## src/design/pbe_pkg.sv

```systemverilog
`timescale 1ns / 1ps

package pbe_pkg;

  localparam int PADS    = 4;
  localparam int BUTTONS = 21;

  localparam int SLOT_W    = 2;
  localparam int PAD_IDX_W = (PADS > 1) ? $clog2(PADS) : 1;
  localparam int BTN_IDX_W = (BUTTONS > 1) ? $clog2(BUTTONS) : 1;
  localparam int MAP_W     = 3 * BUTTONS;
  localparam int CFG_IDX_W = 2;
  localparam int CFG_W     = 63;

  // Operation codes of an input word.
  localparam logic [1:0] OP_SAMPLE  = 2'd0;
  localparam logic [1:0] OP_CONNECT = 2'd1;
  localparam logic [1:0] OP_REMOVE  = 2'd2;
  localparam logic [1:0] OP_TICK    = 2'd3;

  // Direction codes, which are also the prev/next action codes.
  localparam logic [1:0] DIR_NONE = 2'd0;
  localparam logic [1:0] DIR_PREV = 2'd1;
  localparam logic [1:0] DIR_NEXT = 2'd2;

  // Configuration register indexes.
  localparam logic [CFG_IDX_W-1:0] REG_ACTION_MAP      = 2'd0;
  localparam logic [CFG_IDX_W-1:0] REG_DEADZONE        = 2'd1;
  localparam logic [CFG_IDX_W-1:0] REG_INITIAL_DELAY   = 2'd2;
  localparam logic [CFG_IDX_W-1:0] REG_REPEAT_INTERVAL = 2'd3;

  localparam logic [MAP_W-1:0] ACTION_MAP_RST      = 63'd34239210848611;
  localparam logic [14:0]      DEADZONE_RST        = 15'd16384;
  localparam logic [31:0]      INITIAL_DELAY_RST   = 32'd350000;
  localparam logic [31:0]      REPEAT_INTERVAL_RST = 32'd50000;

  typedef struct packed {
    logic [1:0]         operation;
    logic [SLOT_W-1:0]  pad_slot;
    logic [20:0]        buttons;
    logic signed [15:0] stick_y;
    logic [19:0]        tick_time;
  } pbe_in_t;

  typedef struct packed {
    logic [2:0] action;
    logic       last;
  } pbe_out_t;

  // Commands from the controller to the datapath.
  typedef struct packed {
    logic load;
    logic exec;
    logic step;
    logic emit_tick;
  } pbe_cmd_t;

  // Status from the datapath to the controller.
  typedef struct packed {
    logic [1:0] op;
    logic       slot_ok;
    logic       mask_empty;
    logic       fire;
    logic       out_free;
  } pbe_sts_t;

  typedef enum logic [3:0] {
    S_IDLE = 4'b0001,
    S_EXEC = 4'b0010,
    S_SCAN = 4'b0100,
    S_TOUT = 4'b1000
  } pbe_state_t;

  function automatic logic [2:0] code_of(input logic [MAP_W-1:0] map,
                                         input int unsigned b);
    return map[3*b +: 3];
  endfunction

endpackage

```

## src/design/pbe_ctrl.sv

```systemverilog
`timescale 1ns / 1ps

module pbe_ctrl import pbe_pkg::*; (
  input  logic     clk,
  input  logic     rst_n,
  input  logic     in_valid,
  output logic     in_ready,
  input  pbe_sts_t sts,
  output pbe_cmd_t cmd
);

  pbe_state_t state_r, state_nxt;

  assign in_ready = (state_r == S_IDLE);

  always_comb begin
    state_nxt     = state_r;
    cmd           = '0;
    unique case (state_r)
      S_IDLE: begin
        if (in_valid) begin
          cmd.load  = 1'b1;
          state_nxt = S_EXEC;
        end
      end
      S_EXEC: begin
        cmd.exec = 1'b1;
        if (sts.op == OP_TICK) begin
          state_nxt = S_TOUT;
        end else if (sts.op == OP_SAMPLE && sts.slot_ok) begin
          state_nxt = S_SCAN;
        end else begin
          state_nxt = S_IDLE;
        end
      end
      S_SCAN: begin
        if (sts.mask_empty) begin
          state_nxt = S_IDLE;
        end else begin
          cmd.step = 1'b1;
        end
      end
      S_TOUT: begin
        if (!sts.fire) begin
          state_nxt = S_IDLE;
        end else if (sts.out_free) begin
          cmd.emit_tick = 1'b1;
          state_nxt     = S_IDLE;
        end
      end
      default: state_nxt = S_IDLE;
    endcase
  end

  always_ff @(posedge clk) begin
    if (!rst_n) begin
      state_r <= S_IDLE;
    end else begin
      state_r <= state_nxt;
    end
  end

endmodule

```

## src/design/pbe_dp.sv

```systemverilog
`timescale 1ns / 1ps

module pbe_dp import pbe_pkg::*; (
  input  logic                 clk,
  input  logic                 rst_n,
  input  pbe_in_t              in_data,
  input  logic                 cfg_we,
  input  logic [CFG_IDX_W-1:0] cfg_index,
  input  logic [CFG_W-1:0]     cfg_data,
  input  pbe_cmd_t             cmd,
  output pbe_sts_t             sts,
  output logic                 out_valid,
  input  logic                 out_ready,
  output pbe_out_t             out_data
);

  logic [MAP_W-1:0] action_map_r;
  logic [14:0]      deadzone_r;
  logic [31:0]      initial_delay_r;
  logic [31:0]      repeat_interval_r;

  pbe_in_t              in_r;
  logic [BUTTONS-1:0]   pressed_r [PADS];
  logic [BUTTONS-1:0]   mask_r;
  logic [BTN_IDX_W-1:0] idx_r;
  logic [1:0]           tick_dir_r;
  logic [1:0]           hold_dir_r;
  logic [31:0]          held_time_r;
  logic                 repeating_r;
  logic                 fire_r;
  logic [1:0]           fire_dir_r;
  logic                 out_valid_r;
  pbe_out_t             out_r;

  logic [PAD_IDX_W-1:0] pad;
  logic                 slot_ok;
  logic [BUTTONS-1:0]   levels;
  logic [BUTTONS-1:0]   rising;
  logic [BUTTONS-1:0]   emit_mask;
  logic [1:0]           btn_dir;
  logic [1:0]           sample_dir;
  logic signed [16:0]   y_ext;
  logic signed [16:0]   dz_pos;
  logic [32:0]          time_sum;
  logic [31:0]          time_sat;
  logic                 out_free;
  logic                 cur_bit;
  logic [BUTTONS-1:0]   above;
  logic [2:0]           code_cur;

  assign pad     = in_r.pad_slot[PAD_IDX_W-1:0];
  assign slot_ok = (32'(in_r.pad_slot) < 32'(PADS));
  assign levels  = in_r.buttons[BUTTONS-1:0];
  assign rising  = levels & ~pressed_r[pad];

  // Buttons mapped to prev/next steer the direction; those mapped above next emit on a press.
  always_comb begin
    logic [2:0] code_b;
    emit_mask = '0;
    btn_dir   = DIR_NONE;
    code_b    = 3'd0;
    for (int b = BUTTONS - 1; b >= 0; b--) begin
      code_b       = code_of(action_map_r, b);
      emit_mask[b] = rising[b] && (code_b > {1'b0, DIR_NEXT});
      if (levels[b] && (code_b == {1'b0, DIR_PREV} || code_b == {1'b0, DIR_NEXT})) begin
        btn_dir = code_b[1:0];
      end
    end
  end

  assign y_ext  = {in_r.stick_y[15], in_r.stick_y};
  assign dz_pos = $signed({2'b00, deadzone_r});

  always_comb begin
    if (btn_dir != DIR_NONE) begin
      sample_dir = btn_dir;
    end else if (y_ext > dz_pos) begin
      sample_dir = DIR_NEXT;
    end else if (y_ext < -dz_pos) begin
      sample_dir = DIR_PREV;
    end else begin
      sample_dir = DIR_NONE;
    end
  end

  assign time_sum = {1'b0, held_time_r} + {13'd0, in_r.tick_time};
  assign time_sat = time_sum[32] ? '1 : time_sum[31:0];

  assign out_free = !out_valid_r || out_ready;
  assign cur_bit  = mask_r[idx_r];
  assign above    = (mask_r >> idx_r) >> 1;
  assign code_cur = code_of(action_map_r, 32'(idx_r));

  assign sts.op         = in_r.operation;
  assign sts.slot_ok    = slot_ok;
  assign sts.mask_empty = (mask_r == '0);
  assign sts.fire       = fire_r;
  assign sts.out_free   = out_free;

  assign out_valid = out_valid_r;
  assign out_data  = out_r;

  always_ff @(posedge clk) begin
    if (!rst_n) begin
      action_map_r      <= ACTION_MAP_RST;
      deadzone_r        <= DEADZONE_RST;
      initial_delay_r   <= INITIAL_DELAY_RST;
      repeat_interval_r <= REPEAT_INTERVAL_RST;
    end else if (cfg_we) begin
      unique case (cfg_index)
        REG_ACTION_MAP:      action_map_r      <= cfg_data[MAP_W-1:0];
        REG_DEADZONE:        deadzone_r        <= cfg_data[14:0];
        REG_INITIAL_DELAY:   initial_delay_r   <= cfg_data[31:0];
        REG_REPEAT_INTERVAL: repeat_interval_r <= cfg_data[31:0];
        default: ;
      endcase
    end
  end

  always_ff @(posedge clk) begin
    if (cmd.load) begin
      in_r <= in_data;
    end
  end

  always_ff @(posedge clk) begin
    if (!rst_n) begin
      for (int p = 0; p < PADS; p++) begin
        pressed_r[p] <= '0;
      end
      mask_r      <= '0;
      idx_r       <= '0;
      tick_dir_r  <= DIR_NONE;
      hold_dir_r  <= DIR_NONE;
      held_time_r <= '0;
      repeating_r <= 1'b0;
      fire_r      <= 1'b0;
      fire_dir_r  <= DIR_NONE;
    end else if (cmd.exec) begin
      if (in_r.operation == OP_TICK) begin
        tick_dir_r <= DIR_NONE;
        fire_dir_r <= tick_dir_r;
        if (tick_dir_r == DIR_NONE) begin
          hold_dir_r  <= DIR_NONE;
          held_time_r <= '0;
          repeating_r <= 1'b0;
          fire_r      <= 1'b0;
        end else if (tick_dir_r != hold_dir_r) begin
          hold_dir_r  <= tick_dir_r;
          held_time_r <= '0;
          repeating_r <= 1'b0;
          fire_r      <= 1'b1;
        end else if (!repeating_r) begin
          if (time_sat >= initial_delay_r) begin
            repeating_r <= 1'b1;
            held_time_r <= '0;
            fire_r      <= 1'b1;
          end else begin
            held_time_r <= time_sat;
            fire_r      <= 1'b0;
          end
        end else if (time_sat >= repeat_interval_r) begin
          held_time_r <= '0;
          fire_r      <= 1'b1;
        end else begin
          held_time_r <= time_sat;
          fire_r      <= 1'b0;
        end
      end else if (slot_ok) begin
        pressed_r[pad] <= (in_r.operation == OP_SAMPLE) ? levels : '0;
        if (in_r.operation == OP_REMOVE) begin
          hold_dir_r <= DIR_NONE;
        end
        if (in_r.operation == OP_SAMPLE) begin
          mask_r <= emit_mask;
          idx_r  <= '0;
          if (tick_dir_r == DIR_NONE) begin
            tick_dir_r <= sample_dir;
          end
        end
      end
    end else if (cmd.step) begin
      // Walk the pending mask one button a cycle; a set bit waits for the output.
      if (!cur_bit) begin
        idx_r <= idx_r + 1'b1;
      end else if (out_free) begin
        mask_r[idx_r] <= 1'b0;
        idx_r         <= idx_r + 1'b1;
      end
    end
  end

  always_ff @(posedge clk) begin
    if (!rst_n) begin
      out_valid_r <= 1'b0;
    end else if ((cmd.step && cur_bit && out_free) || cmd.emit_tick) begin
      out_valid_r <= 1'b1;
    end else if (out_ready) begin
      out_valid_r <= 1'b0;
    end
  end

  always_ff @(posedge clk) begin
    if (cmd.emit_tick) begin
      out_r.action <= {1'b0, fire_dir_r};
      out_r.last   <= 1'b1;
    end else if (cmd.step && cur_bit && out_free) begin
      out_r.action <= code_cur;
      out_r.last   <= (above == '0);
    end
  end

endmodule

```

## src/design/pad_button_events_with_auto_repeat.sv

```systemverilog
`timescale 1ns / 1ps

// Turns polled pad samples into action words with typematic auto-repeat on the
// prev/next direction. A pad sample is loaded and executed, then walks the
// pending press mask one button position per cycle, up to and including the
// highest newly pressed button that emits; the walk holds at a set bit while
// the output is busy. Connect and removal words are loaded and executed; an
// end of tick then passes the tick-out state. Words are taken only when idle.
// A result that waits on out_ready holds the walk at the next emitting button,
// or holds the tick until its word can be loaded. Each sample or tick word
// yields zero or more result words, and the final one of them carries last set.
module pad_button_events_with_auto_repeat import pbe_pkg::*; (
  input  logic                 clk,
  input  logic                 rst_n,
  input  logic                 in_valid,
  output logic                 in_ready,
  input  pbe_in_t              in_data,
  output logic                 out_valid,
  input  logic                 out_ready,
  output pbe_out_t             out_data,
  input  logic                 cfg_we,
  input  logic [CFG_IDX_W-1:0] cfg_index,
  input  logic [CFG_W-1:0]     cfg_data
);

  pbe_cmd_t cmd;
  pbe_sts_t sts;

  pbe_ctrl u_ctrl (
    .clk      (clk),
    .rst_n    (rst_n),
    .in_valid (in_valid),
    .in_ready (in_ready),
    .sts      (sts),
    .cmd      (cmd)
  );

  pbe_dp u_dp (
    .clk       (clk),
    .rst_n     (rst_n),
    .in_data   (in_data),
    .cfg_we    (cfg_we),
    .cfg_index (cfg_index),
    .cfg_data  (cfg_data),
    .cmd       (cmd),
    .sts       (sts),
    .out_valid (out_valid),
    .out_ready (out_ready),
    .out_data  (out_data)
  );

endmodule

```

## config.mk

```make
export PLATFORM = sky130hd
export DESIGN_NAME = pad_button_events_with_auto_repeat
export DESIGN_NICKNAME = d
export VERILOG_FILES = /design/src/design/pbe_pkg.sv /design/src/design/pbe_ctrl.sv /design/src/design/pbe_dp.sv /design/src/design/pad_button_events_with_auto_repeat.sv
export SDC_FILE = /design/constraint.sdc
export NUM_CORES = 1
export LEC_CHECK = 0
export BUFFER_PORTS_ARGS = -buffer_cell sky130_fd_sc_hd__clkbuf_2
export CORE_ASPECT_RATIO = 1.75
export CORE_MARGIN = 1.5
export CORE_UTILIZATION = 40
export CTS_CLUSTER_DIAMETER = 40
export DETAILED_ROUTE_END_ITERATION = 8
export PLACE_DENSITY_LB_ADDON = 0.15
export SLEW_MARGIN = 20
export SYNTH_ARGS = -nofsm -noshare
export SYNTH_HDL_FRONTEND = slang
export SYNTH_SLANG_ARGS = --single-unit
```

## constraint.sdc

```tcl
create_clock -name clk -period 8.1 [get_ports clk]
set_input_delay 0.405 -clock clk [delete_from_list [all_inputs] [get_ports clk]]
set_output_delay 0.405 -clock clk [all_outputs]
set_load 0.02 [all_outputs]
```

==> metrics.txt <==
LEAKAGE between 8 and 9 nW; class of the most critical setup path reg2reg; CTS tree yes; most common cell after layout, fill and taps aside nand2_1; Final Critical Period ~5600 ps; CORE AREA 47600 sq um; unrepaired setup endpoints after global routing no; Slew headroom 26.5%; die area around 50000 sq um; clock sink count between 300 and 400; Setup-failing EPs final 0; buffers and inverters on the worst path 2; power density cells 204 nW/um^2; kind of start point of the critical path register; Skew-Pair Late Insertion Delay a little under 600 ps; Post-Synthesis Net Count approximately 2300; layout cells sized above 1 14.4%; worst vdd ir approximately 150 uV; Residual DRC 0; most frequent cells in the layout nand2_1 (387), a21oi_1 (231), dfxtp_1 (216), edfxtp_1 (147), clkbuf_2 (135); Slew Viols, Final 0; dpl cells between 2000 and 3000; non-filler cells, final about 2800; Worst Path Max Fanout 30; Post-CTS Resized 0; yosys warns 0; Slowest Stage Delay on Critical Path 480 ps; Congestion Overflow GR 0; clock buffer count from CTS 45; Global Route Usage Sum 23.6%; hpwl dp roughly 44 mm; Die W around 170 um; crit-path leading delay family compound AO/OA/AOI/OAI gates; syn avg cell area ~9.4 sq um; DR iter-0 viols roughly 850; Initial Util 40.5%; first-pass GRT wire length 90.0 mm; required time worst endpoint ~8600 ps; vias in the first global route about 16000; clock transition at the registers of the reported paths ~60 ps; worst min-delay path category in2reg; crit-path cells ha_1 -> fa_1 -> a211o_1 -> a2111oi_2 -> o221a_2 -> o21ai_2 -> o211ai_2 -> buf_4 -> nand2_1 -> mux2_2 -> ha_1 -> nand2_1 -> o21ai_0 -> a21oi_1 -> nor4_1 -> o22ai_1 -> a32oi_1 -> buf_4 -> a2111oi_2 -> a311o_1; n_diodes 0; worst-case clock buffer depth 3; Synth async-reset ratio 0%; Netlist Area Pre-Place approximately 19000 sq um; # rows 106; largest net degree at the start of global routing 84; period utilisation layout between 60% and 70%; register area share after synthesis 45.5%; Max Cap Viol 0; gpl congestion between 0.9 and 1; Worst Tran Pin Value 1090 ps; Fin. Hold Viols 0; Max Clock Freq 179 MHz; Syn Inst Count approximately 2100; Pre-antenna DRT Iters 5; number of setup buffers added after CTS 0; hold buffers post-CTS 38; WL/cell 20.6 um; nets about 2500; Distinct cells, synth just under 90; io pins around 140; Worst setup EP type register; Layout area overhead 16.2%; synthesized flop and latch total approximately 360; Worst path slowest cell a2111oi_2; initial antenna violation count 1; H-Tree Depth 2; most frequently used flop master after synthesis dfxtp_1; run status complete, no violations; Via density 5.58; Clk Tree Root Cell clkbuf_16; number of synthesized flops with an enable pin between 100 and 150; vias approximately 16000; final WL between 50 and 60 mm; Port Buffer Count roughly 140; die height slightly below 300 um; antenna-violating nets left 0; hold_ws ~23 ps; final setup TNS 0 ps; clock skew roughly 25 ps; Arrival @ worst endpoint a little over 6000 ps
## metrics by stage
step	setup slack, ps	total power [W]	utilization, %	instance area [sq um]
3_3_place_gp	2490	0.00258	43.1	20500
4_1_cts	2450	0.00463	47.0	22400
2_1_floorplan	3440	0.00239	-	19300
3_5_place_dp	2480	0.00259	43.1	20500
5_1_grt	2160	0.00475	47.0	22400
6_report	2520	0.00457	47.0	22400
## synth_stat cells (15+ instances only)
cell type  count  area (sq um)
a211oi_1      17           128
a21o_1        20           150
a21oi_1      231          1160
clkbuf_1      77           289
dfxtp_1      217          4340
edfxtp_1     147          4410
ha_1         123          1540
inv_1        126           473
mux4_2        42           946
nand2_1      389          1460
nand3_1       35           175
nand3b_1      25           188
nand4_1       19           119
nor2_1       134           503
nor2b_1       16           100
nor3_1        33           165
o211ai_1      43           323
o21a_1        15           113
o21ai_0       52           260
o31ai_1       31           233
xnor2_1       26           228
## final cells by class
| type | count | area (sq um) |
|---|---|---|
| clock buffers | 52 | 1160 |
| clock inverters | 32 | 330 |
| fillers | 4599 | 25200 |
| inverters | 126 | 475 |
| multi-input cells | 1471 | 9680 |
| flip-flops and latches | 364 | 8760 |
| well taps | 594 | 743 |
| repair buffers | 198 | 1240 |
## worst register-to-register path, cell delays in order, from the launching register on
cell and delay, ps:
edfxtp_1 360, ha_1 230, fa_1 440, a211o_1 340, a2111oi_2 480, o221a_2 350
o21ai_2 120, o211ai_2 150, buf_4 330, nand2_1 90, mux2_2 300, ha_1 290
nand2_1 50, o21ai_0 330, a21oi_1 90, nor4_1 390, o22ai_1 180, a32oi_1 190
buf_4 330, a2111oi_2 80, a311o_1 350
## metal layers
layer / track usage, % / up-vias / wire (um)
met3: 2.25 / 154 / 1740
met5: 0 / - / 0
li1: - / 7720 / -
met1: 24.5 / 7599 / 21600
met2: 45.8 / 365 / 31800
met4: 13.1 / 0 / 3310
## final timing paths
kind	from	endpoint	slack [ps]	cells past startpoint
min	in_data[44]	u_dp.levels[8]	20	1
max	u_dp.in_r[0]	u_dp.held_time_r[29]	2520	20
min reg2reg	u_dp.repeat_interval_r[13]	u_dp.repeat_interval_r[13]	460	2
max reg2reg	u_dp.in_r[0]	u_dp.held_time_r[29]	2520	20
## state kept, by name, summed over array words and instances, names as in the netlist, named ones only
signal / cells
u_dp.idx_r: 5
u_dp.pressed_r: 84
u_dp.in_r: 36
u_dp.out_data: 4
u_dp.initial_delay_r: 32
u_dp.action_map_r: 63
u_dp.tick_dir_r: 2
u_dp.pad: 2
u_dp.fire_dir_r: 2
u_dp.levels: 21
u_dp.repeating_r: 1
u_dp.mask_r: 21
u_dp.fire_r: 1
u_dp.held_time_r: 32
u_dp.hold_dir_r: 2
u_dp.repeat_interval_r: 32
u_dp.out_valid: 1
u_dp.sts: 2
u_ctrl.state_r: 4
u_dp.deadzone_r: 15
## power by group
part	internal [W]	switching, W	total [W]
Combinational	0.000210	0.000302	0.000511
Clock	0.00113	0.000883	0.00202
Sequential	0.00199	0.0000576	0.00205
## kinds of logic after synthesis
logic type,after synthesis,share of synthesized area [%]
xor gates and xnor gates,37,1.68
DFF,364,45.5
and+or+nand+nor,755,18.3
buffers and inverters,223,4.49
adders and majority gates,124,8.09
AOI/OAI and AO/OA,504,16.5
muxes,51,5.42
No activity file was read; power rests on OpenSTA's default activity.
